--- src/rtl/bmhpq_pkg.sv ---
// Shared types and constants for the binary min-heap priority queue.
package bmhpq_pkg;

   localparam int CAPACITY     = 256;
   localparam int COUNT_W      = $clog2(CAPACITY + 1);
   localparam int KEY_W        = 32;
   localparam int ITEM_COUNT_W = 9;
   localparam int STATUS_W     = 2;
   localparam int RSP_DATA_W   = ((2 * KEY_W + ITEM_COUNT_W + 7) / 8) * 8;

   localparam logic OP_INSERT  = 1'b0;
   localparam logic OP_EXTRACT = 1'b1;

   localparam logic [STATUS_W-1:0] STATUS_DONE  = 2'd0;
   localparam logic [STATUS_W-1:0] STATUS_FULL  = 2'd1;
   localparam logic [STATUS_W-1:0] STATUS_EMPTY = 2'd2;

   typedef logic signed [KEY_W-1:0] key_type;

   // Command broadcast to every cell of the row in the cycle a request is taken.
   typedef struct packed {
      logic    insert;
      logic    extract;
      key_type key;
   } cell_ctrl_type;

endpackage

--- src/rtl/bmhpq_cell.sv ---
// One cell of the sorted key row: holds one key and trades it with its neighbors.
module bmhpq_cell (
   input  logic                     clock,
   input  bmhpq_pkg::cell_ctrl_type ctrl,
   input  logic                     occupied,
   input  logic                     left_keep,
   input  bmhpq_pkg::key_type       left_value,
   input  bmhpq_pkg::key_type       right_value,
   output logic                     keep,
   output bmhpq_pkg::key_type       value
);

   bmhpq_pkg::key_type value_ff;
   bmhpq_pkg::key_type value_in;

   // The row is kept in ascending order, so the cells that keep their key on
   // an insert form a prefix; the first cell past it takes the new key.
   assign keep  = occupied && (value_ff <= ctrl.key);
   assign value = value_ff;

   always_comb begin
      value_in = value_ff;
      if (ctrl.insert) begin
         if (keep) begin
            value_in = value_ff;
         end else if (left_keep) begin
            value_in = ctrl.key;
         end else begin
            value_in = left_value;
         end
      end else if (ctrl.extract) begin
         value_in = right_value;
      end
   end

   always_ff @(posedge clock) begin
      value_ff <= value_in;
   end

endmodule
--- config.mk ---
export PLATFORM = sky130hd
export DESIGN_NAME = bmhpq_cell
export DESIGN_NICKNAME = d
export VERILOG_FILES = /design/src/rtl/bmhpq_pkg.sv /design/src/rtl/bmhpq_cell.sv
export SDC_FILE = /design/constraint.sdc
export NUM_CORES = 1
export LEC_CHECK = 0
export ABC_CLOCK_PERIOD_IN_PS = 4000
export CAP_MARGIN = 20
export CORE_MARGIN = 2
export CORE_UTILIZATION = 30
export DETAILED_ROUTE_END_ITERATION = 8
export DONT_BUFFER_PORTS = 1
export PLACE_DENSITY = 0.43
export SYNTH_ARGS = -nofsm -noshare
export SYNTH_HDL_FRONTEND = slang
export SYNTH_SLANG_ARGS = --single-unit
--- constraint.sdc ---
create_clock -name clock -period 4 [get_ports clock]
set_input_delay 0.8 -clock clock [delete_from_list [all_inputs] [get_ports clock]]
set_output_delay 0.8 -clock clock [all_outputs]
set_load 0.02 [all_outputs]
# --- Word-level counts from Yosys, hierarchy flattened ---
# Index checks and enable logic that the tools add are counted.
totals:
  register_bits: 32
  latchBits: 0
  rom_bits: 0
  word_cells: 10
  output_inout_bits: 33
  ramBits: 0
  mem_count: 0
op_classes:
  n_addsub: 0
  n_reduce_logical: 3
  n_mux: 4
  n_div: 0
  eq_ne: 1
  multipliers: 0
  bitwise: 0
  order_cmp: 1
  n_shift: 0
op_table:
  columns: ["op", "count"]
  rows:
  - ["two-way mux 32 bit", 4]
  - ["less-or-equal comparator 32 bit", 1]
  - ["inequality test 2 bit, second input constant", 1]
  - ["AND reduction 2 bit", 1]
  - ["nonzero test 2 bit", 1]
  - ["logical AND 1 bit", 1]

# --- Depth between registers and ports, before layout ---
logic_depth:
  word_depth: 4
  mapped_depth: 7

# --- Worst setup path after synthesis ---
# OpenSTA, ideal clock, no wires.
synth_timing:
  kind: "input to register"
  start: "input ctrl[14] (netlist name)"
  end: "register value_ff[0], in the netlist value[0] (enable)"
  setup_ns: 0.441
  cell_stages: 7
  arrival_time_ns: 3.653
  setup_slack_ns: -0.094
  n_path_buf: 0
  path_cell_list: "inv_1 ha_1 nand4_1 nor4_2 a21boi_2 o31ai_2 a31oi_1"
synth_between:
  elab_chain_cells: 4
synth_rtl:
  columns: ["item", "line_no", "source"]
  rows:
  - ["from (decl)", "bmhpq_cell.sv:4", "input bmhpq_pkg::cell_ctrl_type ctrl,"]
  - ["less-or-equal comparator 32 bit", "bmhpq_cell.sv:18", "assign keep = occupied && (value_ff <= ctrl.key);"]
  - ["logical AND 1 bit", "bmhpq_cell.sv:18", null]
  - ["inequality test 2 bit (no source line)", null, null]
  - ["AND reduction 2 bit (no source line)", null, null]
  - ["to (signal assigned)", "bmhpq_cell.sv:37", "value_ff <= value_in;"]
  - ["to (decl)", "bmhpq_cell.sv:13", "bmhpq_pkg::key_type value_ff;"]
# Every way passes these cells.
# A chain may end at the register's enable or synchronous reset.

# --- Final worst setup path ---
layout_timing:
  start: "register value_ff[29], in the netlist value[29]"
  end: "output keep"
layout_between:
  elab_chain_cells: 2
layout_rtl:
  columns: ["item", "line_no", "source"]
  rows:
  - ["less-or-equal comparator 32 bit", "bmhpq_cell.sv:18", null]
  - ["logical AND 1 bit", "bmhpq_cell.sv:18", null]
  - ["to (decl)", "bmhpq_cell.sv:9", "output logic keep,"]
# Every way passes these cells.

==> out/metrics.csv <==
metric,value,unit
status,finished clean,
vias per cell,4.98,
GRT overflow,0,
synthesis-to-layout area growth,7.73,%
HPWL after detailed placement,4.77,mm
Synth Warn #,0,
Post-CTS Resized,0,
Syn Std Cell Area,0.00249,mm2
Max IR drop VDD,160,uV
main combinational cell family by area after synthesis,adder cells,
CTS tree,built,
Worst R2R Setup Slack,1.37,ns
xor/xnor share of the synthesized area,0,%
Std-Cell Core Area,0.00813,mm2
Slew Limit Fails,0,
Slew @ Worst Pin,0.655,ns
DR vias,1787,
Startpoint Class,register,
MaxCap Viol Count,0,
Initial DRC Count,31,
CP required,3.20,ns
PortBufs,0,
Syn Inst Count,256,
Yosys cell types,33,
Final Net Count,387,
Final Critical Period,3.41,ns
compound-gate portion of the synthesized area,14.0,%
PwrDens,337,mW/mm2
Hold Path Depth,1,
leakage power,0.00121,uW
DRC,0,
DIE AREA,0.00905,mm2
largest net degree at the start of global routing,68,
synthesized flop and latch total,32,
Worst R2R Path Depth,6,
Worst-Skew Late Latency,0.28,ns
H-tree depth,2,
Achievable Freq,293,MHz
Setup crit end,keep,
proportion of layout cells with a drive suffix above 1,5.12,%
cts hold-fix bufs,0,
Main synth FF type,edfxtp_1,
Syn Nets,389,
CTS Root Buffer Type,clkbuf_8,
I/O Pins,134,
setup violators final,0,
clock skew,0.00598,ns
CTS buffer count,5,
R2R Path Start,value[29]$_DFFE_PP_,
Worst-path clk slew,0.07,ns
ANT nets after route,0,
Post-synth EDFFs,32,
sequential area share after synthesis,38.6,%
clk sink count,32,
max reg flops,32,
Hold WC Path Type,in2reg,
initial antenna violation count,0,
adder-cell share of the synthesized area,16.1,%
mux share of post-synthesis cell area,12.9,%
global-route wire length before repair,8.89,mm
total power,905,uW
RSZ-0062 raised after global routing,false,
post-synthesis simple-gate area fraction,11.8,%
Critical Path Sink Type,output port,
DR pass1 iterations,3,
row count,33,
routed wire length,6.03,mm
ys async rst share,0,%
Fin Setup TNS,0,ns
setup bufs post-CTS,0,
vias in the first global route,1757,
fin crit share,85.2,%
Tot GR Track Use,13.2,%
RR Endpoint,value[20]$_DFFE_PP_,
GP Congestion,0.616,
synthesized area per cell,9.73,um2
"commonest non-fill, non-tap cell in the layout",a21oi_1,
crit path kind,reg2out,
Wirelength per Cell,16.8,um
Critical path origin,value[29]$_DFFE_PP_,
Die W,95.1,um
crit path DAT,2.61,ns
Antenna Cells,0,
peak fanout along the critical path,2,
"leading cell types in the layout, fill and taps excluded","43 x a21oi_1, 33 x inv_1, 33 x nor2_1",
Clock Path Buffers,2,
endpoints failing hold,0,
die height,95.1,um
starting density of the core,30.6,%
relative slew slack,55.9,%
==> cells by family (layout without fill, tap and decap cells) <==
group,Yosys count,in the layout
compound gates,59,59
fa+ha+maj,32,32
buf+inv,44,42
flops,32,32
mux,32,32
simple gates,57,57
==> power breakdown <==
part | leakage (uW) | total (uW) | switching, uW | internal, uW
logic | 0.000855 | 181 | 97.6 | 83.6
clock network | 0.0000391 | 231 | 116 | 115
registers | 0.000316 | 492 | 72.1 | 420
total | 0.00121 | 905 | 286 | 619
==> final cells by class <==
cell class | instances | area, um2
inverters | 33 | 124
clock buffers | 5 | 68.8
clock inverters | 2 | 7.51
multi-input cells | 180 | 1380
well taps | 105 | 131
fillers | 867 | 5450
repair buffers | 2 | 15.0
flip-flops and latches | 32 | 961
==> critical path, cell delays in order, from the launching register on <==
cell	delay [ns]
edfxtp_1	0.50
ha_1	0.35
a21o_1	0.18
a2111o_1	0.40
nor4_1	0.51
a31o_1	0.39
==> Yosys cell counts (2+ instances only) <==
| library cell | instances | share of area (%) |
|---|---|---|
| nand2_1 | 4 | 0.60 |
| mux2i_1 | 32 | 13 |
| ha_1 | 32 | 16 |
| a21o_1 | 5 | 1.5 |
| nand4_1 | 5 | 1.3 |
| buf_1 | 3 | 0.45 |
| nor4_1 | 2 | 0.50 |
| nor2_1 | 33 | 5.0 |
| edfxtp_1 | 32 | 39 |
| inv_1 | 33 | 5.0 |
| nand3_1 | 5 | 1.0 |
| buf_2 | 3 | 0.60 |
| a21oi_1 | 43 | 8.6 |
| clkbuf_1 | 5 | 0.75 |
==> through the flow <==
stage | util, % | std cells | instance area (um2) | worst slack [ns] | hold WS (ns)
2_1_floorplan | - | 256 | 2500 | 0.676 | 1.03
3_5_place_dp | 32.1 | 352 | 2610 | 0.637 | 1.02
5_1_grt | 33.0 | 359 | 2680 | 0.423 | 0.715
3_3_place_gp | 32.1 | 352 | 2610 | 0.667 | 1.02
6_report | 33.0 | 359 | 2680 | 0.591 | 0.732
4_1_cts | 33.0 | 359 | 2680 | 0.556 | 0.713
==> metal layers <==
| layer | routed length, um | global-route usage, % | share of wire [%] |
|---|---|---|---|
| met5 | 0 | 0 | 0 |
| met1 | 2300 | 14.5 | 38 |
| met3 | 718 | 5.93 | 12 |
| met2 | 2940 | 23.1 | 49 |
| met4 | 65 | 3.62 | 1.1 |
==> how the worst min path moves through the flow <==
stage,slack (ns),startpoint,end
finish,0.73,ctrl[33],value[16]$_DFFE_PP_
global route,0.71,ctrl[33],value[20]$_DFFE_PP_
CTS,0.71,ctrl[33],value[16]$_DFFE_PP_
detailed placement,1.02,ctrl[33],value[20]$_DFFE_PP_
global placement,1.02,ctrl[33],value[20]$_DFFE_PP_
floorplan,1.03,right_value[0],value[0]$_DFFE_PP_
No activity file was read; power rests on OpenSTA's default activity.
